## src/rtl/mpg_pkg.sv

```systemverilog
// ---------------------------------------------------------------------------
// mpg_pkg
// Shared types and codes of the maglock pulse guard controller.
// ---------------------------------------------------------------------------
package mpg_pkg;

	localparam int CFG_IDX_W  = 3;
	localparam int CFG_DATA_W = 32;
	localparam int MAX_ITEMS  = 8;

	// operations
	localparam logic [2:0] OP_TICK  = 3'd0;
	localparam logic [2:0] OP_OPEN  = 3'd1;
	localparam logic [2:0] OP_CLOSE = 3'd2;
	localparam logic [2:0] OP_LEVEL = 3'd3;
	localparam logic [2:0] OP_FORCE = 3'd4;

	// status codes
	localparam logic [3:0] ST_OPENED     = 4'd1;
	localparam logic [3:0] ST_BLK_BOOT   = 4'd2;
	localparam logic [3:0] ST_BLK_COOL   = 4'd3;
	localparam logic [3:0] ST_BUSY       = 4'd4;
	localparam logic [3:0] ST_CLOSED     = 4'd5;
	localparam logic [3:0] ST_LEVEL      = 4'd6;
	localparam logic [3:0] ST_PULSE_DONE = 4'd7;
	localparam logic [3:0] ST_CUTOFF     = 4'd8;
	localparam logic [3:0] ST_GUARD_CLR  = 4'd9;
	localparam logic [3:0] ST_COOL_CLR   = 4'd10;
	localparam logic [3:0] ST_REJECT     = 4'd11;
	localparam logic [3:0] ST_FORCED     = 4'd12;

	// register indexes
	localparam logic [2:0] REG_MODE_MASK = 3'd0;
	localparam logic [2:0] REG_ENABLED   = 3'd1;
	localparam logic [2:0] REG_PULSE     = 3'd2;
	localparam logic [2:0] REG_CUTOFF    = 3'd3;
	localparam logic [2:0] REG_COOLDOWN  = 3'd4;
	localparam logic [2:0] REG_GUARD     = 3'd5;
	localparam logic [2:0] REG_BOOT_TIME = 3'd6;

	typedef struct packed {
		logic [2:0]  operation;
		logic [1:0]  lock_index;
		logic [31:0] time_ms;
		logic        closed_level;
	} cmd_t;

	typedef struct packed {
		logic [1:0]  lock_id;
		logic        coil_on;
		logic        is_pulsing;
		logic        in_cooldown;
		logic        guarded;
		logic [15:0] pulses_done;
		logic [3:0]  status;
		logic        last;
	} sts_t;

	typedef struct packed {
		logic        coil;
		logic        pulse;
		logic        cool;
		logic        guard;
		logic [31:0] pstart;
		logic [31:0] cstart;
		logic [15:0] count;
	} entry_t;

	typedef struct packed {
		logic [3:0]  mode_mask;
		logic        enabled;
		logic [19:0] pulse_ms;
		logic [19:0] cutoff_ms;
		logic [19:0] cooldown_ms;
		logic [19:0] guard_ms;
		logic [31:0] boot_time;
	} cfg_t;

	localparam entry_t ENTRY_RESET = '{coil: 1'b0, pulse: 1'b0, cool: 1'b0, guard: 1'b1,
		pstart: 32'd0, cstart: 32'd0, count: 16'd0};

endpackage

```

## src/rtl/maglock_pulse_guard_controller.sv

```systemverilog
// ---------------------------------------------------------------------------
// maglock_pulse_guard_controller
// Magnetic lock coil controller with pulse, cutoff, cooldown and boot guard.
// ---------------------------------------------------------------------------
// Usage:
//  Command beats (cmd_valid/cmd_stall, payload cmd) carry tick, open, close,
//  set level and force-all-off. Status beats (sts_valid/sts_stall, payload
//  sts) report each lock change; the final beat of a command has last set,
//  and a tick or force-all-off that changes nothing gives no beat at all.
//  Lock state sits in a one-port-read, one-port-write memory with a
//  registered read. Each lock visit passes a read state, a modify/write
//  state and an emit state that sends its status beats; a finish state
//  then closes each command.
//  The command channel stalls until the previous command is fully emitted.
//  A stalled status channel holds the output register; the engine parks one
//  more beat in a pending register, then waits.
//  Reset clears all control state; every memory entry reads as its reset
//  value (guard set, all else clear) until first written, so no clear pass.
//  Configuration writes (cfg_we/cfg_index/cfg_data) take effect at once and
//  belong in idle time.
// ---------------------------------------------------------------------------
module maglock_pulse_guard_controller #(
	parameter int NUM_LOCKS = 4
) (
	input  logic                            clk,
	input  logic                            arst_n,
	input  logic                            cmd_valid,
	output logic                            cmd_stall,
	input  mpg_pkg::cmd_t                   cmd,
	output logic                            sts_valid,
	input  logic                            sts_stall,
	output mpg_pkg::sts_t                   sts,
	input  logic                            cfg_we,
	input  logic [mpg_pkg::CFG_IDX_W-1:0]   cfg_index,
	input  logic [mpg_pkg::CFG_DATA_W-1:0]  cfg_data
);
	import mpg_pkg::*;

	localparam int AW = (NUM_LOCKS > 1) ? $clog2(NUM_LOCKS) : 1;

	cfg_t          cfg_q;
	logic [AW-1:0] mem_addr;
	entry_t        mem_rdata, mem_wdata;
	logic          mem_we;

	// register file; hold values between writes
	always_ff @(posedge clk or negedge arst_n) begin
		if (!arst_n) begin
			cfg_q.mode_mask   <= 4'd0;
			cfg_q.enabled     <= 1'b0;
			cfg_q.pulse_ms    <= 20'd500;
			cfg_q.cutoff_ms   <= 20'd2000;
			cfg_q.cooldown_ms <= 20'd2000;
			cfg_q.guard_ms    <= 20'd5000;
			cfg_q.boot_time   <= 32'd0;
		end else if (cfg_we) begin
			unique case (cfg_index)
				REG_MODE_MASK: cfg_q.mode_mask   <= cfg_data[3:0];
				REG_ENABLED:   cfg_q.enabled     <= cfg_data[0];
				REG_PULSE:     cfg_q.pulse_ms    <= cfg_data[19:0];
				REG_CUTOFF:    cfg_q.cutoff_ms   <= cfg_data[19:0];
				REG_COOLDOWN:  cfg_q.cooldown_ms <= cfg_data[19:0];
				REG_GUARD:     cfg_q.guard_ms    <= cfg_data[19:0];
				REG_BOOT_TIME: cfg_q.boot_time   <= cfg_data;
				default: ;
			endcase
		end
	end

	// per-lock state store
	mpg_state_mem #(
		.DEPTH(NUM_LOCKS),
		.AW   (AW)
	) u_mem (
		.clk   (clk),
		.arst_n(arst_n),
		.raddr (mem_addr),
		.rdata (mem_rdata),
		.we    (mem_we),
		.waddr (mem_addr),
		.wdata (mem_wdata)
	);

	// sequence commands over the locks and emit status beats
	mpg_engine #(
		.NUM_LOCKS(NUM_LOCKS),
		.AW       (AW)
	) u_engine (
		.clk      (clk),
		.arst_n   (arst_n),
		.cfg      (cfg_q),
		.cmd_valid(cmd_valid),
		.cmd_stall(cmd_stall),
		.cmd      (cmd),
		.sts_valid(sts_valid),
		.sts_stall(sts_stall),
		.sts      (sts),
		.mem_addr (mem_addr),
		.mem_rdata(mem_rdata),
		.mem_we   (mem_we),
		.mem_wdata(mem_wdata)
	);

endmodule

```

## src/rtl/mpg_state_mem.sv

```systemverilog
// ---------------------------------------------------------------------------
// mpg_state_mem
// Per-lock state memory, one write and one registered read port.
// ---------------------------------------------------------------------------
module mpg_state_mem #(
	parameter int DEPTH = 4,
	parameter int AW    = 2
) (
	input  logic            clk,
	input  logic            arst_n,
	input  logic [AW-1:0]   raddr,
	output mpg_pkg::entry_t rdata,
	input  logic            we,
	input  logic [AW-1:0]   waddr,
	input  mpg_pkg::entry_t wdata
);
	import mpg_pkg::*;

	entry_t           mem [DEPTH];
	entry_t           rd_q;
	logic [DEPTH-1:0] valid_q;
	logic             rvld_q;

	always_ff @(posedge clk) begin
		if (we) begin
			mem[waddr] <= wdata;
		end
		rd_q <= mem[raddr];
	end

	always_ff @(posedge clk or negedge arst_n) begin
		if (!arst_n) begin
			valid_q <= '0;
			rvld_q  <= 1'b0;
		end else begin
			if (we) begin
				valid_q[waddr] <= 1'b1;
			end
			rvld_q <= valid_q[raddr];
		end
	end

	// an entry never written reads as its reset value
	assign rdata = rvld_q ? rd_q : ENTRY_RESET;

endmodule

```

## src/rtl/mpg_engine.sv

```systemverilog
// ---------------------------------------------------------------------------
// mpg_engine
// Command sequencer: read-modify-write of lock state and status beat output.
// ---------------------------------------------------------------------------
module mpg_engine #(
	parameter int NUM_LOCKS = 4,
	parameter int AW        = 2
) (
	input  logic            clk,
	input  logic            arst_n,
	input  mpg_pkg::cfg_t   cfg,
	input  logic            cmd_valid,
	output logic            cmd_stall,
	input  mpg_pkg::cmd_t   cmd,
	output logic            sts_valid,
	input  logic            sts_stall,
	output mpg_pkg::sts_t   sts,
	output logic [AW-1:0]   mem_addr,
	input  mpg_pkg::entry_t mem_rdata,
	output logic            mem_we,
	output mpg_pkg::entry_t mem_wdata
);
	import mpg_pkg::*;

	localparam logic [2:0] S_IDLE = 3'd0;
	localparam logic [2:0] S_RD   = 3'd1;
	localparam logic [2:0] S_EX   = 3'd2;
	localparam logic [2:0] S_EMIT = 3'd3;
	localparam logic [2:0] S_FIN  = 3'd4;

	logic [2:0]    state_q;
	logic [2:0]    op_q;
	logic [31:0]   now_q;
	logic          lvl_q;
	logic          boot_ok_q;
	logic [AW-1:0] i_q;
	logic [3:0]    cnt_q;
	logic [1:0]    ne_q, e_q;
	sts_t          slot_q [3];
	sts_t          pend_q, out_q;
	logic          pend_v_q, out_v_q;

	entry_t        cur, nxt;
	sts_t          slot_d [3];
	logic [1:0]    ne_d;
	logic [3:0]    i4;
	logic [1:0]    id;
	logic          secure, multi, out_free;
	logic [31:0]   pel, cel;
	logic          pulse_due, cut_due, cool_due;
	logic          out_load;
	sts_t          pend_last;

	function automatic sts_t mk(entry_t s, logic [1:0] lid, logic [3:0] st);
		sts_t r;
		r.lock_id     = lid;
		r.coil_on     = s.coil;
		r.is_pulsing  = s.pulse;
		r.in_cooldown = s.cool;
		r.guarded     = s.guard;
		r.pulses_done = s.count;
		r.status      = st;
		r.last        = 1'b0;
		return r;
	endfunction

	assign cur      = mem_rdata;
	assign i4       = 4'(i_q);
	assign id       = i4[1:0];
	assign secure   = (i4 < 4'd4) && cfg.mode_mask[i4[1:0]];
	assign multi    = (op_q == OP_TICK) || (op_q == OP_FORCE);
	assign out_free = !out_v_q || !sts_stall;
	assign pel      = now_q - cur.pstart;
	assign cel      = now_q - cur.cstart;
	assign pulse_due = pel >= {12'd0, cfg.pulse_ms};
	assign cut_due   = pel >= {12'd0, cfg.cutoff_ms};
	assign cool_due  = cel >= {12'd0, cfg.cooldown_ms};

	// load the output register from pending in emit or finish
	assign out_load = pend_v_q && out_free && ((state_q == S_FIN)
		|| (state_q == S_EMIT && e_q != ne_q && cnt_q != 4'(MAX_ITEMS)));

	always_comb begin
		pend_last      = pend_q;
		pend_last.last = 1'b1;
	end

	always_comb begin
		nxt       = cur;
		ne_d      = 2'd0;
		slot_d[0] = '0;
		slot_d[1] = '0;
		slot_d[2] = '0;
		case (op_q)
			OP_TICK: begin
				if (secure) begin
					if (nxt.guard && boot_ok_q) begin
						nxt.guard    = 1'b0;
						slot_d[ne_d] = mk(nxt, id, ST_GUARD_CLR);
						ne_d         = ne_d + 2'd1;
					end
					if (nxt.cool && cool_due) begin
						nxt.cool     = 1'b0;
						slot_d[ne_d] = mk(nxt, id, ST_COOL_CLR);
						ne_d         = ne_d + 2'd1;
					end
					if ((nxt.pulse && pulse_due) || (nxt.coil && cut_due)) begin
						slot_d[ne_d].status = (nxt.pulse && pulse_due) ? ST_PULSE_DONE
							: ST_CUTOFF;
						nxt.coil   = 1'b0;
						nxt.pulse  = 1'b0;
						nxt.cool   = 1'b1;
						nxt.guard  = 1'b0;
						nxt.cstart = now_q;
						slot_d[ne_d] = mk(nxt, id, slot_d[ne_d].status);
						ne_d       = ne_d + 2'd1;
					end
				end
			end
			OP_FORCE: begin
				if (secure) begin
					nxt.coil   = 1'b0;
					nxt.pulse  = 1'b0;
					nxt.cool   = 1'b1;
					nxt.guard  = 1'b0;
					nxt.cstart = now_q;
					if (cur.coil || cur.pulse) begin
						slot_d[0] = mk(nxt, id, ST_FORCED);
						ne_d      = 2'd1;
					end
				end
			end
			OP_OPEN: begin
				ne_d = 2'd1;
				if (!cfg.enabled) begin
					slot_d[0] = mk(nxt, id, ST_REJECT);
				end else if (!secure) begin
					nxt.coil  = 1'b0;
					nxt.pulse = 1'b0;
					nxt.cool  = 1'b0;
					nxt.guard = 1'b0;
					slot_d[0] = mk(nxt, id, ST_OPENED);
				end else if (cur.guard && !boot_ok_q) begin
					slot_d[0] = mk(nxt, id, ST_BLK_BOOT);
				end else if (cur.cool && !cool_due) begin
					slot_d[0] = mk(nxt, id, ST_BLK_COOL);
				end else if (cur.pulse || cur.coil) begin
					slot_d[0] = mk(nxt, id, ST_BUSY);
				end else begin
					nxt.coil   = 1'b1;
					nxt.pulse  = 1'b1;
					nxt.cool   = 1'b0;
					nxt.guard  = 1'b0;
					nxt.pstart = now_q;
					nxt.count  = cur.count + 16'd1;
					slot_d[0]  = mk(nxt, id, ST_OPENED);
				end
			end
			OP_CLOSE: begin
				ne_d = 2'd1;
				if (!cfg.enabled) begin
					slot_d[0] = mk(nxt, id, ST_REJECT);
				end else begin
					nxt.coil  = !secure;
					nxt.pulse = 1'b0;
					nxt.cool  = secure;
					nxt.guard = 1'b0;
					if (secure) begin
						nxt.cstart = now_q;
					end
					slot_d[0] = mk(nxt, id, ST_CLOSED);
				end
			end
			OP_LEVEL: begin
				ne_d = 2'd1;
				if (secure) begin
					slot_d[0] = mk(nxt, id, ST_REJECT);
				end else begin
					nxt.coil  = lvl_q;
					nxt.pulse = 1'b0;
					nxt.cool  = 1'b0;
					nxt.guard = 1'b0;
					slot_d[0] = mk(nxt, id, ST_LEVEL);
				end
			end
			default: ;
		endcase
	end

	assign cmd_stall = (state_q != S_IDLE);
	assign sts_valid = out_v_q;
	assign sts       = out_q;
	assign mem_addr  = i_q;
	assign mem_we    = (state_q == S_EX);
	assign mem_wdata = nxt;

	// output valid: set on a load, drop once the beat is taken
	always_ff @(posedge clk or negedge arst_n) begin
		if (!arst_n) begin
			out_v_q <= 1'b0;
		end else if (out_load) begin
			out_v_q <= 1'b1;
		end else if (!sts_stall) begin
			out_v_q <= 1'b0;
		end
	end

	always_ff @(posedge clk or negedge arst_n) begin
		if (!arst_n) begin
			state_q  <= S_IDLE;
			pend_v_q <= 1'b0;
		end else begin
			unique case (state_q)
				S_IDLE: begin
					if (cmd_valid) begin
						op_q      <= cmd.operation;
						now_q     <= cmd.time_ms;
						lvl_q     <= cmd.closed_level;
						boot_ok_q <= (cmd.time_ms - cfg.boot_time) >= {12'd0, cfg.guard_ms};
						cnt_q     <= 4'd0;
						if (cmd.operation == OP_TICK || cmd.operation == OP_FORCE) begin
							i_q     <= '0;
							state_q <= S_RD;
						end else if (cmd.operation == OP_OPEN || cmd.operation == OP_CLOSE
							|| cmd.operation == OP_LEVEL) begin
							if (5'(cmd.lock_index) >= 5'(NUM_LOCKS)) begin
								pend_q   <= '{lock_id: cmd.lock_index, status: ST_REJECT,
									default: '0};
								pend_v_q <= 1'b1;
								cnt_q    <= 4'd1;
								state_q  <= S_FIN;
							end else begin
								i_q     <= AW'(cmd.lock_index);
								state_q <= S_RD;
							end
						end else begin
							state_q <= S_FIN;
						end
					end
				end
				S_RD: state_q <= S_EX;
				S_EX: begin
					slot_q  <= slot_d;
					ne_q    <= ne_d;
					e_q     <= 2'd0;
					state_q <= S_EMIT;
				end
				S_EMIT: begin
					if (e_q == ne_q) begin
						if (multi && i_q != AW'(NUM_LOCKS - 1)) begin
							i_q     <= i_q + AW'(1);
							state_q <= S_RD;
						end else begin
							state_q <= S_FIN;
						end
					end else if (cnt_q == 4'(MAX_ITEMS)) begin
						// drop beats past the per-command limit
						e_q <= e_q + 2'd1;
					end else if (!pend_v_q || out_free) begin
						if (pend_v_q) begin
							out_q <= pend_q;
						end
						pend_q   <= slot_q[e_q];
						pend_v_q <= 1'b1;
						e_q      <= e_q + 2'd1;
						cnt_q    <= cnt_q + 4'd1;
					end
				end
				S_FIN: begin
					if (!pend_v_q) begin
						state_q <= S_IDLE;
					end else if (out_free) begin
						out_q    <= pend_last;
						pend_v_q <= 1'b0;
						state_q  <= S_IDLE;
					end
				end
				default: state_q <= S_IDLE;
			endcase
		end
	end

endmodule

```

## config.mk

```make
export PLATFORM = sky130hd
export DESIGN_NAME = maglock_pulse_guard_controller
export DESIGN_NICKNAME = d
export VERILOG_FILES = /design/src/rtl/mpg_pkg.sv /design/src/rtl/maglock_pulse_guard_controller.sv /design/src/rtl/mpg_state_mem.sv /design/src/rtl/mpg_engine.sv
export SDC_FILE = /design/constraint.sdc
export NUM_CORES = 1
export LEC_CHECK = 0
export BUFFER_PORTS_ARGS = -buffer_cell sky130_fd_sc_hd__buf_2
export CORE_MARGIN = 1
export CORE_UTILIZATION = 25
export DETAILED_ROUTE_END_ITERATION = 10
export SLEW_MARGIN = 20
export SYNTH_ARGS = -nofsm -noshare
export SYNTH_HDL_FRONTEND = slang
export SYNTH_SLANG_ARGS = --single-unit
```

## constraint.sdc

```tcl
create_clock -name clk -period 9.41 [get_ports clk]
set_clock_uncertainty 0.1 [all_clocks]
set_input_delay 2.823 -clock clk [delete_from_list [all_inputs] [get_ports clk]]
set_output_delay 2.823 -clock clk [all_outputs]
set_load 0.005 [all_outputs]
```

==> impl_results.md <==
- Final setup margin: approximately 1800 ps
- CTS buffer count: roughly 80
- Chip Height: ~380 µm
- Final setup viols: 0
- CP max FO: 65
- Hold depth: 0
- Mapped Cells: between 2k and 3k
- CTS Buffer Depth: 3
- CP Capture Type: flip-flop
- Syn Nets: 3,089
- GR peak layer: met2
- Fmax: 0.132 GHz
- Critical Path AT: around 7900 ps
- Async SR Flop Fraction: 17.7%
- Largest net degree at the start of global routing: 66
- Count of buffers from port buffering: 106
- Max IR drop VDD: ~0.12 mV
- Delay-heaviest family, CP: compound AO/OA/AOI/OAI gates
- Diode count: 0
- Pre-CTS setup slack: roughly 1500 ps
- Synthesized area: between 30,000 and 40,000 µm²
- CP max stage cell: nor4b_4
- Met3 GRT Util: 1.82%
- Primary FF master, synth: edfxtp_1
- Status: finished clean
- Total congestion overflow: 0
- Global Route Usage Sum: between 10% and 20%
- Top-area cell type share of the netlist area: a little over two fifths
- Root Driver: clkbuf_16
- Placed instance area: 37,900 µm²
- Residual DRC count: 0
- Post-DP HPWL: 59,400 µm
- Pre-antenna DRT Iters: 5
- Crit path required time: slightly below 10,000 ps
- EDFF count, synth: between 500 and 600
- Crit path to: u_mem.mem[0][57]
- Initial Utilization: roughly 25%
- Max-slew violation count: 0
- Number of global-route vias before repair: roughly 23k
- Worst Hold Class: flip-flop to flip-flop
- Io pins: between 100 and 150
- Worst r2r src: u_mem.rvld_q
- Number of vias per cell: 4.67
- Post-synthesis cell type with the largest combined area: edfxtp_1
- Netlist cell types: roughly 100
- Final Wtd Congestion: 0.899
- H-tree lvl count: 3
- Final hold viol count: 0
- Vias: between 20k and 25k
- Drt total wl: 85,700 µm
- Met1 GRT Util: approximately 17%
- Final net count: 3,196
- Crit path launch: u_mem.rvld_q
- Mean Syn Cell Area: roughly 12 µm²
- Routed Antenna Nets: 0
- Reg-to-reg endpoint: u_mem.mem[0][57]
- CTS Sinks: 719
- Kind of critical path: flip-flop to flip-flop
- CTS resizes: 0
- Initial drt markers: ~1.5k
- Worst slew pin tran: about 1100 ps
- Post-CTS Setup Repair Bufs: 0
- Grt met2 use: between 10% and 20%
- CTS tree: done
- Final worst path period share: between 80% and 90%
- Fill cells: about 14k
- Worst R2R Setup Slack: ~1800 ps
- RSZ-0062 raised after global routing: false
- Routed WL per cell: around 18 µm
- Die ar.: approximately 140,000 µm²
- Leakage: about 15 nW
- Relative slew slack: 29.3%
- Crit path buf inv count: 3
- Register bit total from synthesis: 719
- Sequential share of the synthesized area: between 50 and 60%
- Stages on the worst setup path: 25
- Worst r2r path cells: 25
- Max cap viols: 0
- Utilization after layout: 29.1%
- Die W: 377 µm
- Hold_buf cts: 0
- Synth area leaders: edfxtp_1 (43%), dfrtp_1 (7.4%), ha_1 (6.6%)
- Total power: between 0.01 and 0.015 W
- Initial antenna violation count: 3
- Cell area after layout: approximately 41,000 µm²
- First-pass GRT wire length: about 130,000 µm
- Synthesis-to-finish area growth: 15.4%
- Core Box Area: between 100,000 and 150,000 µm²
- Synth warn: 0
- Layout cells sized above 1: 17.0%
- Crit path time final: about 7600 ps
- # rows: roughly 140
- Startpoint types: flip-flop
- CTS clk-pin slew, worst paths: approximately 60 ps
- Worst path max stage delay: between 800 and 900 ps
- Clock latency on the worst-skew pair: 670 ps
- Setup TNS: 0 ps
- Min-delay src: u_engine.pend_last[4]
- Pwr Density: ~300 nW/µm²
[cell usage after synthesis (20+ instances only)]
library cell  count
edfxtp_1        508
ha_1            187
dfrtp_1         104
nor3_1           38
mux2i_1          68
and2_1           20
o21ai_1          30
inv_1           188
nand2_1         293
xor2_1           31
a21o_1           61
mux4_2           87
xnor2_1          51
nand4_1          28
o21a_1           22
nand2b_1         22
nor2_1          147
dfstp_2          23
mux2_2           80
dfxtp_1          84
a21oi_1         123
o21ai_0         164
clkbuf_1         72
buf_2            20
nand3_1          53
[registers in the layout, indices dropped and copies added (netlist names)]
name                cells
cfg_q                 117
u_engine.boot_ok_q      1
u_engine.cnt_q          4
u_engine.e_q            2
u_engine.lvl_q          1
u_engine.mem_addr       2
u_engine.ne_q           2
u_engine.now_q         32
u_engine.op_q           3
u_engine.pend_last     26
u_engine.pend_v_q       1
u_engine.slot_q        72
u_engine.state_q        3
u_engine.sts           27
u_engine.sts_valid      1
u_mem.mem             336
u_mem.rd_q             84
u_mem.rvld_q            1
u_mem.valid_q           4
[layout make-up]
| cell class | count | area (µm²) | share of cell area, % |
|---|---|---|---|
| timing repair buffer | 139 | 788 | 1.94 |
| clock buffer | 105 | 2200 | 5.41 |
| tap | 1876 | 2350 | 5.78 |
| inverter | 188 | 706 | 1.74 |
| multi-input combinational | 1801 | 13900 | 34.2 |
| sequential | 719 | 20100 | 49.6 |
| clock inverter | 42 | 532 | 1.31 |
[power by group]
group / internal [W] / switching [W]
sequential: 0.00430 / 0.000233
clock: 0.00189 / 0.00134
combinational: 0.00170 / 0.00279
total: 0.00788 / 0.00436
[placed cells by master (no fill, tap or decap), drive strengths merged, types with 16 or more instances in the layout]
cell type / instances
dfrtp: 104
and3: 19
nor2: 148
mux4: 87
and2: 20
inv: 192
nor4: 18
buf: 139
a21oi: 126
a21o: 61
nand3: 53
xor2: 31
o211ai: 21
mux2: 82
edfxtp: 508
dfstp: 23
nor3: 38
a211oi: 20
o21a: 22
o21ai: 197
nand2b: 22
mux2i: 68
dfxtp: 84
nand4: 29
nor2b: 17
a31oi: 16
clkinv: 27
ha: 187
xnor2: 51
nand2: 295
clkbuf: 105
[layer usage]
metal / up-vias / share of wire (%)
met4: 2 / 2.1
met5: - / 0.014
li1: 10728 / -
met2: 564 / 44
met3: 130 / 4.9
met1: 11309 / 49
[per-stage QoR]
| stage | hold WS, ps | std cells |
|---|---|---|
| after floorplan | 300 | 2821 |
| after global placement | 305 | 4722 |
| after detailed placement | 305 | 4723 |
| after CTS | 272 | 4870 |
| after global routing | 295 | 4870 |
| final | 284 | 4870 |
[worst min-delay path by stage]
stage	slack [ps]	endpoint
2_1_floorplan	300	u_engine.sts[10]
3_3_place_gp	300	u_engine.sts[10]
3_5_place_dp	300	u_engine.sts[23]
4_1_cts	270	u_engine.sts[4]
5_1_grt	290	u_engine.sts[4]
6_report	280	u_engine.sts[4]
[cell families after synthesis]
kind of cell,Yosys count,synth area share [%]
AOI/OAI and AO/OA,594,11.2
and+or+nand+nor,697,9.20
buffers and inverters,301,3.41
muxes,237,10.1
adders and majority gates,190,6.82
other,1,0.0107
DFF,719,57.2
xor gates and xnor gates,82,2.04
No activity file was read; power rests on OpenSTA's default activity.
